===== src/rtl/crsb_pkg.sv =====
// Shared types and constants for the clipped run-coded sprite blitter.
`default_nettype none

package crsb_pkg;

  localparam int DEFAULT_MAX_SCREEN_DIM = 4096;

  localparam logic [12:0] SCREEN_WIDTH_RESET  = 13'd320;
  localparam logic [12:0] SCREEN_HEIGHT_RESET = 13'd240;

  // Configuration register indexes.
  typedef enum logic [1:0] {
    REG_POS_X,
    REG_POS_Y,
    REG_SCREEN_WIDTH,
    REG_SCREEN_HEIGHT
  } cfg_reg_t;

  // Pixel placement request from the stream parser, before clipping.
  typedef struct packed {
    logic        is_pixel;
    logic [16:0] column;
    logic [15:0] line;
    logic [31:0] color;
    logic        done;
  } pix_req_t;

  // One result item as delivered on the output channel.
  typedef struct packed {
    logic        write_enable;
    logic [11:0] pixel_x;
    logic [11:0] pixel_y;
    logic [31:0] color;
    logic        frame_done;
  } result_t;

  // Occupancy of the output buffer.
  typedef struct packed {
    logic main_valid;
    logic skid_valid;
  } buf_stat_t;

endpackage

`default_nettype wire


===== src/rtl/crsb_parse.sv =====
// Stream parser: header, run and pixel sequencing with line and column tracking.
`default_nettype none

module crsb_parse
  import crsb_pkg::*;
(
  input  wire logic        clk,
  input  wire logic        rst,
  input  wire logic        step,
  input  wire logic [31:0] word,
  output pix_req_t         req
);

  localparam logic [2:0] PH_SIG  = 3'd0;
  localparam logic [2:0] PH_SIZE = 3'd1;
  localparam logic [2:0] PH_DIM  = 3'd2;
  localparam logic [2:0] PH_RUNS = 3'd3;
  localparam logic [2:0] PH_SKIP = 3'd4;
  localparam logic [2:0] PH_LEN  = 3'd5;
  localparam logic [2:0] PH_PIX  = 3'd6;

  localparam logic [16:0] COLUMN_MAX = 17'h1FFFF;

  logic [2:0]  phase, phase_next;
  logic [15:0] sprite_height, sprite_height_next;
  logic [15:0] line_index, line_index_next;
  logic [15:0] runs_left, runs_left_next;
  logic [15:0] pixels_left, pixels_left_next;
  logic [16:0] column, column_next;
  logic        done;

  logic [15:0] low;
  logic [15:0] line_inc;
  logic [15:0] runs_dec;
  logic [15:0] pixels_dec;
  logic [17:0] skip_sum;
  logic        line_last;

  assign low        = word[15:0];
  assign line_inc   = line_index + 16'd1;
  assign runs_dec   = runs_left - 16'd1;
  assign pixels_dec = pixels_left - 16'd1;
  assign skip_sum   = {1'b0, column} + {2'b00, low};
  assign line_last  = (line_inc >= sprite_height);

  always_comb begin
    phase_next         = phase;
    sprite_height_next = sprite_height;
    line_index_next    = line_index;
    runs_left_next     = runs_left;
    pixels_left_next   = pixels_left;
    column_next        = column;
    done               = 1'b0;
    case (phase)
      PH_SIG: begin
        phase_next = PH_SIZE;
      end
      PH_SIZE: begin
        phase_next = PH_DIM;
      end
      PH_DIM: begin
        sprite_height_next = low;
        line_index_next    = '0;
        column_next        = '0;
        runs_left_next     = '0;
        pixels_left_next   = '0;
        if (low == 16'd0) begin
          phase_next = PH_SIG;
          done       = 1'b1;
        end else begin
          phase_next = PH_RUNS;
        end
      end
      PH_RUNS: begin
        runs_left_next = low;
        column_next    = '0;
        if (low == 16'd0) begin
          // empty line
          if (line_last) begin
            phase_next      = PH_SIG;
            line_index_next = '0;
            done            = 1'b1;
          end else begin
            phase_next      = PH_RUNS;
            line_index_next = line_inc;
          end
        end else begin
          phase_next = PH_SKIP;
        end
      end
      PH_SKIP: begin
        column_next = skip_sum[17] ? COLUMN_MAX : skip_sum[16:0];
        phase_next  = PH_LEN;
      end
      PH_LEN, PH_PIX: begin
        if (phase == PH_PIX) begin
          if (column != COLUMN_MAX) begin
            column_next = column + 17'd1;
          end
          pixels_left_next = pixels_dec;
        end else begin
          pixels_left_next = low;
        end
        if (phase == PH_LEN && low != 16'd0) begin
          phase_next = PH_PIX;
        end else if (phase == PH_PIX && pixels_dec != 16'd0) begin
          phase_next = PH_PIX;
        end else begin
          // run finished
          runs_left_next = runs_dec;
          if (runs_dec != 16'd0) begin
            phase_next = PH_SKIP;
          end else if (line_last) begin
            phase_next      = PH_SIG;
            line_index_next = '0;
            column_next     = '0;
            done            = 1'b1;
          end else begin
            phase_next      = PH_RUNS;
            line_index_next = line_inc;
            column_next     = '0;
          end
        end
      end
      default: begin
        phase_next = PH_SIG;
      end
    endcase
  end

  always_ff @(posedge clk) begin
    if (rst) begin
      phase         <= PH_SIG;
      sprite_height <= '0;
      line_index    <= '0;
      runs_left     <= '0;
      pixels_left   <= '0;
      column        <= '0;
    end else if (step) begin
      phase         <= phase_next;
      sprite_height <= sprite_height_next;
      line_index    <= line_index_next;
      runs_left     <= runs_left_next;
      pixels_left   <= pixels_left_next;
      column        <= column_next;
    end
  end

  // placement uses the column and line before this word's update
  assign req.is_pixel = (phase == PH_PIX);
  assign req.column   = column;
  assign req.line     = line_index;
  assign req.color    = word;
  assign req.done     = done;

endmodule

`default_nettype wire


===== src/rtl/crsb_clip.sv =====
// Screen placement and per-pixel clipping of one parsed word.
`default_nettype none

module crsb_clip
  import crsb_pkg::*;
#(
  parameter int MAX_SCREEN_DIM = DEFAULT_MAX_SCREEN_DIM
) (
  input  wire logic [15:0] pos_x,
  input  wire logic [15:0] pos_y,
  input  wire logic [12:0] screen_width,
  input  wire logic [12:0] screen_height,
  input  wire pix_req_t    req,
  output result_t          res
);

  localparam logic [18:0] MaxDim = 19'(MAX_SCREEN_DIM);

  logic signed [18:0] x;
  logic signed [18:0] y;
  logic [18:0]        lim_x;
  logic [18:0]        lim_y;
  logic               visible;

  assign x = signed'({{3{pos_x[15]}}, pos_x}) + signed'({2'b00, req.column});
  assign y = signed'({{3{pos_y[15]}}, pos_y}) + signed'({3'b000, req.line});

  assign lim_x = ({6'd0, screen_width} < MaxDim) ? {6'd0, screen_width} : MaxDim;
  assign lim_y = ({6'd0, screen_height} < MaxDim) ? {6'd0, screen_height} : MaxDim;

  // nonnegative, so the sign bit is clear and an unsigned compare is exact
  assign visible = req.is_pixel && !x[18] && !y[18] &&
                   (unsigned'(x) < lim_x) && (unsigned'(y) < lim_y);

  assign res.write_enable = visible;
  assign res.pixel_x      = visible ? x[11:0] : 12'd0;
  assign res.pixel_y      = visible ? y[11:0] : 12'd0;
  assign res.color        = visible ? req.color : 32'd0;
  assign res.frame_done   = req.done;

endmodule

`default_nettype wire


===== src/rtl/crsb_outbuf.sv =====
// Result register with skid entry; its fill state sets the input stall.
`default_nettype none

module crsb_outbuf
  import crsb_pkg::*;
(
  input  wire logic    clk,
  input  wire logic    rst,
  input  wire logic    push,
  input  wire result_t din,
  output result_t      dout,
  output logic         dout_valid,
  input  wire logic    dout_stall,
  output buf_stat_t    stat
);

  result_t main_data;
  result_t skid_data;
  logic    main_valid;
  logic    skid_valid;
  logic    pop;

  assign pop = main_valid && !dout_stall;

  always_ff @(posedge clk) begin
    if (rst) begin
      main_valid <= 1'b0;
      skid_valid <= 1'b0;
    end else if (pop) begin
      if (skid_valid) begin
        skid_valid <= 1'b0;
      end else if (!push) begin
        main_valid <= 1'b0;
      end
    end else if (push) begin
      if (main_valid) begin
        skid_valid <= 1'b1;
      end else begin
        main_valid <= 1'b1;
      end
    end
  end

  always_ff @(posedge clk) begin
    if (pop) begin
      if (skid_valid) begin
        main_data <= skid_data;
      end else if (push) begin
        main_data <= din;
      end
    end else if (push) begin
      if (main_valid) begin
        skid_data <= din;
      end else begin
        main_data <= din;
      end
    end
  end

  assign dout            = main_data;
  assign dout_valid      = main_valid;
  assign stat.main_valid = main_valid;
  assign stat.skid_valid = skid_valid;

endmodule

`default_nettype wire


===== src/rtl/clipped_run_sprite_blitter.sv =====
// Top level of the clipped run-coded sprite blitter.
//
//   channel   direction  handshake                  payload
//   input     in         in_valid / in_stall        stream_word
//   output    out        out_valid / out_stall      write_enable, pixel_x, pixel_y,
//                                                   color, frame_done
//   config    in         cfg_we                     cfg_index, cfg_data
//
// One word per clock while in_stall is low: a word is registered on transfer,
// parsed and clipped, and its result is pushed into the output register while
// the skid entry is empty. A skid entry behind the output register holds one
// result while out_stall is high; in_stall rises only when both output entries
// and the input register are full. rst is synchronous and returns the parser to
// the signature word and the registers to position 0,0 and a 320 by 240 screen.
`default_nettype none

module clipped_run_sprite_blitter
  import crsb_pkg::*;
#(
  parameter int MAX_SCREEN_DIM = DEFAULT_MAX_SCREEN_DIM
) (
  input  wire logic        clk,
  input  wire logic        rst,
  input  wire logic        cfg_we,
  input  wire logic [1:0]  cfg_index,
  input  wire logic [15:0] cfg_data,
  input  wire logic        in_valid,
  output logic             in_stall,
  input  wire logic [31:0] stream_word,
  output logic             out_valid,
  input  wire logic        out_stall,
  output logic             write_enable,
  output logic [11:0]      pixel_x,
  output logic [11:0]      pixel_y,
  output logic [31:0]      color,
  output logic             frame_done
);

  logic [15:0] pos_x;
  logic [15:0] pos_y;
  logic [12:0] screen_width;
  logic [12:0] screen_height;

  logic        s1_valid;
  logic [31:0] s1_word;
  logic        accept;
  logic        advance;

  pix_req_t    req;
  result_t     res;
  result_t     dout;
  buf_stat_t   stat;

  always_ff @(posedge clk) begin
    if (rst) begin
      pos_x         <= '0;
      pos_y         <= '0;
      screen_width  <= SCREEN_WIDTH_RESET;
      screen_height <= SCREEN_HEIGHT_RESET;
    end else if (cfg_we) begin
      case (cfg_index)
        REG_POS_X:         pos_x         <= cfg_data;
        REG_POS_Y:         pos_y         <= cfg_data;
        REG_SCREEN_WIDTH:  screen_width  <= cfg_data[12:0];
        REG_SCREEN_HEIGHT: screen_height <= cfg_data[12:0];
        default: ;
      endcase
    end
  end

  assign in_stall = s1_valid && stat.skid_valid;
  assign accept   = in_valid && !in_stall;
  assign advance  = s1_valid && !stat.skid_valid;

  always_ff @(posedge clk) begin
    if (rst) begin
      s1_valid <= 1'b0;
    end else if (accept) begin
      s1_valid <= 1'b1;
    end else if (advance) begin
      s1_valid <= 1'b0;
    end
  end

  always_ff @(posedge clk) begin
    if (accept) begin
      s1_word <= stream_word;
    end
  end

  crsb_parse u_parse (
    .clk  (clk),
    .rst  (rst),
    .step (advance),
    .word (s1_word),
    .req  (req)
  );

  crsb_clip #(
    .MAX_SCREEN_DIM (MAX_SCREEN_DIM)
  ) u_clip (
    .pos_x         (pos_x),
    .pos_y         (pos_y),
    .screen_width  (screen_width),
    .screen_height (screen_height),
    .req           (req),
    .res           (res)
  );

  crsb_outbuf u_outbuf (
    .clk        (clk),
    .rst        (rst),
    .push       (advance),
    .din        (res),
    .dout       (dout),
    .dout_valid (out_valid),
    .dout_stall (out_stall),
    .stat       (stat)
  );

  assign write_enable = dout.write_enable;
  assign pixel_x      = dout.pixel_x;
  assign pixel_y      = dout.pixel_y;
  assign color        = dout.color;
  assign frame_done   = dout.frame_done;

  a_skid_behind_main: assert property (@(posedge clk) disable iff (rst)
    stat.skid_valid |-> stat.main_valid)
    else $error("skid entry holds a result while output register is empty");

  a_dropped_pixel_zero: assert property (@(posedge clk) disable iff (rst)
    (out_valid && !write_enable) |-> (pixel_x == 12'd0 && pixel_y == 12'd0 &&
                                      color == 32'd0))
    else $error("result without write carries nonzero pixel fields");

  a_transfer_lands: assert property (@(posedge clk) disable iff (rst)
    accept |=> s1_valid)
    else $error("input transfer not held in input register");

endmodule

`default_nettype wire

===== config.mk =====
export PLATFORM = sky130hd
export DESIGN_NAME = clipped_run_sprite_blitter
export DESIGN_NICKNAME = d
export VERILOG_FILES = /design/src/rtl/crsb_pkg.sv /design/src/rtl/crsb_parse.sv /design/src/rtl/crsb_clip.sv /design/src/rtl/crsb_outbuf.sv /design/src/rtl/clipped_run_sprite_blitter.sv
export SDC_FILE = /design/constraint.sdc
export NUM_CORES = 1
export LEC_CHECK = 0
export BUFFER_PORTS_ARGS = -buffer_cell sky130_fd_sc_hd__buf_2
export CAP_MARGIN = 20
export CELL_PAD_IN_SITES_DETAIL_PLACEMENT = 1
export CELL_PAD_IN_SITES_GLOBAL_PLACEMENT = 1
export CORE_MARGIN = 2
export CORE_UTILIZATION = 50
export CTS_CLUSTER_SIZE = 30
export DETAILED_ROUTE_END_ITERATION = 8
export GPL_TIMING_DRIVEN = 0
export PLACE_DENSITY = 0.89
export SLEW_MARGIN = 0
export SYNTH_ARGS = -nofsm -noshare
export SYNTH_HDL_FRONTEND = slang
export SYNTH_HIERARCHICAL = 1
export SYNTH_SLANG_ARGS = --single-unit

===== constraint.sdc =====
create_clock -name clk -period 14.1 [get_ports clk]
set_clock_uncertainty 0.2 [all_clocks]
set_input_delay 1.41 -clock clk [delete_from_list [all_inputs] [get_ports clk]]
set_output_delay 1.41 -clock clk [all_outputs]
set_load 0.02 [all_outputs]

==> results of run 1 <==
==> metrics by stage <==
step           worst slack, ps  total power [uW]  util (%)
3_3_place_gp              7728              1100     54.06
5_1_grt                   8096              2056     57.64
4_1_cts                   8445              2007     57.64
6_report                  8345              1998     57.64
2_1_floorplan             9152              1044         -
3_5_place_dp              8537              1110     54.37
==> path summary, 6_finish.rpt <==
kind	from	endpoint	slack, ps	depth (start not counted)
max	u_parse/line_index[1]	u_outbuf/dout[33]	8340	19
max reg2reg	u_parse/line_index[1]	u_outbuf/dout[33]	8340	19
min reg2reg	u_parse/sprite_height[1]	u_parse/sprite_height[1]	260	2
min	u_parse/sprite_height[1]	u_parse/sprite_height[1]	260	2
==> routing by layer <==
| metal | track usage [%] | vias up |
|---|---|---|
| met2 | 54.97 | 538 |
| met4 | 12.58 | 0 |
| met1 | 38.07 | 7553 |
| met3 | 5.893 | 154 |
| met5 | 0 | - |
| li1 | - | 6848 |
==> layout make-up <==
class	count	area, um2	area share (%)
clock inverter	19	183.9	0.9260
sequential	293	7347	36.99
multi-input combinational	1304	9174	46.19
buffer	124	764.5	3.849
timing repair buffer	118	658.1	3.313
tap	455	569.3	2.866
inverter	59	221.5	1.115
clock buffer	45	944.7	4.756
==> critical path, delay by kind of cell, from the launching register on <==
| kind | cells | cell delay (ps) |
|---|---|---|
| simple gates | 9 | 2470 |
| compound gates | 4 | 830 |
| buf+inv | 2 | 630 |
| fa+ha+maj | 2 | 560 |
| flops | 1 | 520 |
| xor+xnor | 1 | 200 |
| mux | 1 | 170 |
==> state kept, by name, summed over array words and instances (netlist names), 3 cells and up <==
name	flops
pos_x	16
pos_y	16
s1_word	32
screen_height	13
screen_width	13
u_outbuf/dout	58
u_outbuf/skid_data	58
u_parse/column	17
u_parse/line_index	16
u_parse/phase	3
u_parse/pixels_left	16
u_parse/runs_left	16
u_parse/sprite_height	16
==> report_power, final <==
part           switching [uW]  leakage [uW]  internal (uW)  total [uW]
sequential               22.2       0.00269            913         936
combinational             104       0.00511           59.2         163
clock                     381      0.000553            518         899
==> out/metrics.yaml, run 1 <==
number_of_buffers_between_clock_root_and_the_deepest_sink: 3
syn_nets: 1935
cts_hold_buffers: 0
wl_met1_mm: 23.38
globalplace.congestion: 0.9196
cts_tree: "yes"
hold_path_class: "register to register"
critPathCaptureType: "register"
mostFrequentLayoutCell: "sky130_fd_sc_hd__nand2_1"
dr_wl_met2_mm: 28.64
ctsResizeCount: 0
floorplan.initialDensity_pct: 50.75
core_region_area_um2: 34460
maxCapViolCount: 0
overflow: 0
slew_headroom_pct: 34.71
synthCells: 1780
timing.critical_path.slowest_cell_delay_ps: 520
clk_pin_slew_worst_paths_ps: 60
stdcell_area_um2: 19860
via_count: 15093
ratio_of_total_power_to_cell_area_nw_per_um2: 100.6
clock_tree.htree_level_count: 2
finalCritPeriodShare_pct: 40.82
detail_route.wl_per_cell_um: 23.89
via_count_of_the_first_global_routing_pass: 15912
highest_layer: "met4"
ios: 115
report.final.slew_viol_count: 0
critical_path_peak_fanout: 10
met3RoutedLength_mm: 3.590
cts_setup_buffers: 0
final-instance-count-excl-fill: 2417
detail_route.first_pass.iterations: 5
most-common-layout-cells: "sky130_fd_sc_hd__nand2_1, sky130_fd_sc_hd__edfxtp_1, sky130_fd_sc_hd__dfxtp_1"
ant_nets: 0
report.final.setup_viol: 0
final_net_count: 2090
routed_wirelength_mm: 57.75
timing.fmax_mhz: 173.8
syn_area_um2: 17490
final_hold_viol_count: 0
fp.dieArea_um2: 36480
critPathKind: "register to register"
routed_via_density: 6.245
number_of_rows_in_the_core_area: 68
worstPathCellList: "ha_1 > a21o_1 > and4_1 > or2_2 > clkbuf_1 > nor2b_1 > nor2_1 > o21ai_0 > xor2_1 > ha_1 > a222oi_1 > nand3_1 > nor3_1 > o211ai_1 > or4_4 > nor4_4 > clkbuf_1 > and3_1 > mux2_2"
drive_above_1_share_pct: 18.96
power_leakage_uw: 0.008358
detailedRoute.firstIterationViolations: 1323
rsz0062_at_grt: "false"
worst_ep_arrival_time_ps: 5950
grt_pass1_wl_mm: 89.38
cts_made_buffers: 35
worst_setup_path_start_kind: "register"
buffer_ports.inserted: 114
max-vdd-ir-drop_v: 0.0001141
cpMaxStageDelayCell: "sky130_fd_sc_hd__dfxtp_1"
synthesis.area_per_instance_um2: 9.824
clk_root_buffer_cell: "sky130_fd_sc_hd__clkbuf_16"
dpl_cell_area_um2: 18730
fillers: 3857
detail_route.drc_violations: 0
layout-area-overhead-vs-synth_pct: 13.59
final.setup.tns_ps: 0
cts.sink_count: 293
groute.usage.overall_pct: 31.45
grt_antenna_before_repair: 0
status: "completed"
clock_insertion_delay_worst_skew_ps: 540
post-route-min-period_ps: 5755
synthesis.yosys.warnings: 6
post-dp-hpwl_mm: 40.84
placed_cells_incl_taps: 2353
whs_ps: 257.8
dieWidth_um: 191.0
max_slew.worst_pin.slew_ps: 970.6
die_h_um: 191.0
diodes: 0
worst-endpoint-required_ps: 14300
grt_max_degree: 32
Power figures use the tool's default switching activity.
==> inputs of run 2 (changes only) <==
--- a/config.mk
+++ b/config.mk
@@ -10,11 +10,11 @@
 export CELL_PAD_IN_SITES_DETAIL_PLACEMENT = 1
 export CELL_PAD_IN_SITES_GLOBAL_PLACEMENT = 1
 export CORE_MARGIN = 2
-export CORE_UTILIZATION = 50
+export CORE_UTILIZATION = 48
 export CTS_CLUSTER_SIZE = 30
 export DETAILED_ROUTE_END_ITERATION = 8
 export GPL_TIMING_DRIVEN = 0
-export PLACE_DENSITY = 0.89
+export PLACE_DENSITY = 0.86
 export SLEW_MARGIN = 0
 export SYNTH_ARGS = -nofsm -noshare
 export SYNTH_HDL_FRONTEND = slang
==> constraint.sdc (replaced) <==
create_clock -name clk -period 5.9 [get_ports clk]
set_clock_uncertainty 0.2 [all_clocks]
set_input_delay 0.59 -clock clk [delete_from_list [all_inputs] [get_ports clk]]
set_output_delay 0.59 -clock clk [all_outputs]
set_load 0.02 [all_outputs]
==> out/metrics.yaml, run 2 (same netlist as run 1, synthesis figures left out) <==
detail_route.drc_violations: 0  # unchanged
cts_tree: "yes"  # unchanged
fillers: 4075  # was 3,857
core_region_area_um2: 35740  # was 34,460 um2
cts_made_buffers: 35  # unchanged
post-dp-hpwl_mm: 40.43  # was 40.84 mm
dieWidth_um: 194.9  # was 191.0 um
cts.sink_count: 293  # unchanged
dpl_cell_area_um2: 18730  # unchanged
hold_path_class: "input pin to register"  # was register to register
max_slew.worst_pin.slew_ps: 995.6  # was 970.6 ps
via_count: 15032  # was 15.09k
power.share.combinational_pct: 8.1  # was 8.2%
critical_path_peak_fanout: 11  # was 10
grt_pass1_wl_mm: 87.10  # was 89.38 mm
ant_nets: 0  # unchanged
clock_tree.htree_level_count: 2  # unchanged
worst-endpoint-required_ps: 6100  # was 14,300 ps
stdcell_area_um2: 19880  # was 19,860 um2
status: "completed"  # unchanged
critPathCaptureType: "register"  # unchanged
overflow: 0  # unchanged
clk_root_buffer_cell: "sky130_fd_sc_hd__clkbuf_16"  # unchanged
total_switching_power_uw: 1190  # was 507.2 uW
cts_setup_buffers: 0  # unchanged
worst_setup_path_start_kind: "register"  # unchanged
grt_antenna_before_repair: 0  # unchanged
timing.fmax_mhz: 179.0  # was 173.8 MHz
finalCritPeriodShare_pct: 94.71  # was 40.82%
slew_headroom_pct: 33.03  # was 34.71%
detail_route.first_pass.iterations: 5  # unchanged
report.final.slew_viol_count: 0  # unchanged
buffer_ports.inserted: 114  # unchanged
mostFrequentLayoutCell: "sky130_fd_sc_hd__nand2_1"  # unchanged
clock_insertion_delay_worst_skew_ps: 540  # about the same
sw_frac_of_total_pct: 24.81  # was 25.39%
detailedRoute.firstIterationViolations: 1249  # was 1,323
final.setup.tns_ps: 0  # unchanged
layout-area-overhead-vs-synth_pct: 13.69  # was 13.59%
p_seq_share_pct: 46.6  # was 46.8%
fp.dieArea_um2: 37970  # was 36,480 um2
ratio_of_total_power_to_cell_area_nw_per_um2: 241.4  # was 100.6 nW/um2
number_of_rows_in_the_core_area: 69  # was 68
detail_route.wl_per_cell_um: 22.94  # was 23.89 um
placed_cells_incl_taps: 2359  # was 2,353
globalplace.congestion: 0.9159  # was 0.9196
routed_wirelength_mm: 55.63  # was 57.75 mm
power_report.internal_total_uw: 3608  # was 1491 uW
routed_via_density: 6.199  # was 6.245
via_count_of_the_first_global_routing_pass: 15700  # was 15.91k
most-common-layout-cells: "sky130_fd_sc_hd__nand2_1, sky130_fd_sc_hd__edfxtp_1, sky130_fd_sc_hd__dfxtp_1"  # unchanged
groute.usage.overall_pct: 28.83  # was 31.45%
clk_pin_slew_worst_paths_ps: 60  # about the same
rsz0062_at_grt: "false"  # unchanged
max-vdd-ir-drop_v: 0.0001322  # was 0.0001141 V
grt_max_degree: 33  # was 32
post-route-min-period_ps: 5588  # was 5755 ps
die_h_um: 194.9  # was 191.0 um
power.share.clock_pct: 45.4  # was 45.0%
drive_above_1_share_pct: 18.96  # unchanged
floorplan.initialDensity_pct: 48.93  # was 50.75%
maxCapViolCount: 0  # unchanged
final-instance-count-excl-fill: 2425  # was 2,417
final_hold_viol_count: 0  # unchanged
ios: 115  # unchanged
report.final.setup_viol: 0  # unchanged
power_leakage_uw: 0.008367  # was 0.008358 uW
critPathKind: "register to register"  # unchanged
final_net_count: 2090  # unchanged
worst_ep_arrival_time_ps: 5790  # was 5950 ps
number_of_buffers_between_clock_root_and_the_deepest_sink: 3  # unchanged
==> run 2: cell types whose count changed in the layout (fill, tap and decap cells not counted), moves of 2 or more <==
cell | previous run | this run
sky130_fd_sc_hd__clkinv_8 | 2 | 0
sky130_fd_sc_hd__diode_2 | 0 | 2
sky130_fd_sc_hd__clkbuf_16 | 36 | 38
sky130_fd_sc_hd__clkinv_4 | 2 | 0
sky130_fd_sc_hd__clkbuf_2 | 0 | 3
==> run 2: metrics by stage <==
stage | power [uW] | setup WS (ps) | hold slack [ps] | util (%)
after global placement | 2627 | 190.4 | 243.6 | 52.14
after floorplan | 2494 | 1339 | 236.3 | -
after global routing | 4940 | 87.71 | 14.65 | 55.61
after detailed placement | 2652 | 335.6 | 252.3 | 52.42
final | 4798 | 312.2 | 24.32 | 55.62
after CTS | 4826 | 273.3 | 8.359 | 55.60
==> run 2: power groups by stage <==
stage / Clock [uW] / Sequential, uW / Combinational [uW]
5_1_grt: 2290 / 2240 / 414
3_5_place_dp: 0 / 2280 / 377
2_1_floorplan: 0 / 2280 / 219
4_1_cts: 2210 / 2230 / 381
6_report: 2180 / 2230 / 387
3_3_place_gp: 0 / 2280 / 350
==> run 2: final timing paths <==
| kind | start | end | slack, ps | depth (start not counted) |
|---|---|---|---|---|
| max | u_parse/line_index[1] | u_outbuf/dout[27] | 310 | 20 |
| min | stream_word[6] | s1_word[6] | 20 | 1 |
| max reg2reg | u_parse/line_index[1] | u_outbuf/dout[27] | 310 | 20 |
| min reg2reg | u_parse/sprite_height[7] | u_parse/sprite_height[7] | 260 | 2 |
==> run 2: layer usage <==
| layer | track usage [%] | up-vias | wire length [um] |
|---|---|---|---|
| met2 | 50.07 | 532 | 27440 |
| li1 | - | 6848 | - |
| met4 | 9.952 | 0 | 1613 |
| met5 | 0 | - | 0 |
| met3 | 3.575 | 128 | 3022 |
| met1 | 37.11 | 7524 | 23560 |
==> run 2: timing repair <==
action / in CTS / in global routing
gates resized for setup: 0 / 4
hold buffers: 0 / 0
endpoints found under the setup margin: 0 / 11
==> run 2: worst max-delay path, cell delays in order, from the launching register on <==
cell and delay (ps):
sky130_fd_sc_hd__dfxtp_1 520, sky130_fd_sc_hd__ha_1 300, sky130_fd_sc_hd__a21o_1 200, sky130_fd_sc_hd__and4_1 220, sky130_fd_sc_hd__or2_2 280, sky130_fd_sc_hd__clkbuf_1 170, sky130_fd_sc_hd__nor2b_1 160, sky130_fd_sc_hd__nor2_1 190
sky130_fd_sc_hd__o21ai_0 150, sky130_fd_sc_hd__xor2_1 220, sky130_fd_sc_hd__ha_1 280, sky130_fd_sc_hd__a222oi_1 380, sky130_fd_sc_hd__nand3_1 130, sky130_fd_sc_hd__nor3_1 230, sky130_fd_sc_hd__o211ai_1 130, sky130_fd_sc_hd__or4_4 520
sky130_fd_sc_hd__nor4_4 380, sky130_fd_sc_hd__buf_6 250, sky130_fd_sc_hd__buf_6 160, sky130_fd_sc_hd__and3_2 220, sky130_fd_sc_hd__mux2_2 170
==> run 2: final cells by class <==
class / count / area, um2 / area share (%)
clock buffers: 49 / 1003 / 5.048
plain buffers: 124 / 767.0 / 3.858
flip-flops and latches: 293 / 7347 / 36.96
multi-input cells: 1304 / 9174 / 46.15
repair buffers: 118 / 650.6 / 3.273
diodes: 2 / 5.005 / 0.02517
inverters: 59 / 221.5 / 1.114
well taps: 461 / 576.8 / 2.901
clock inverters: 15 / 135.1 / 0.6797
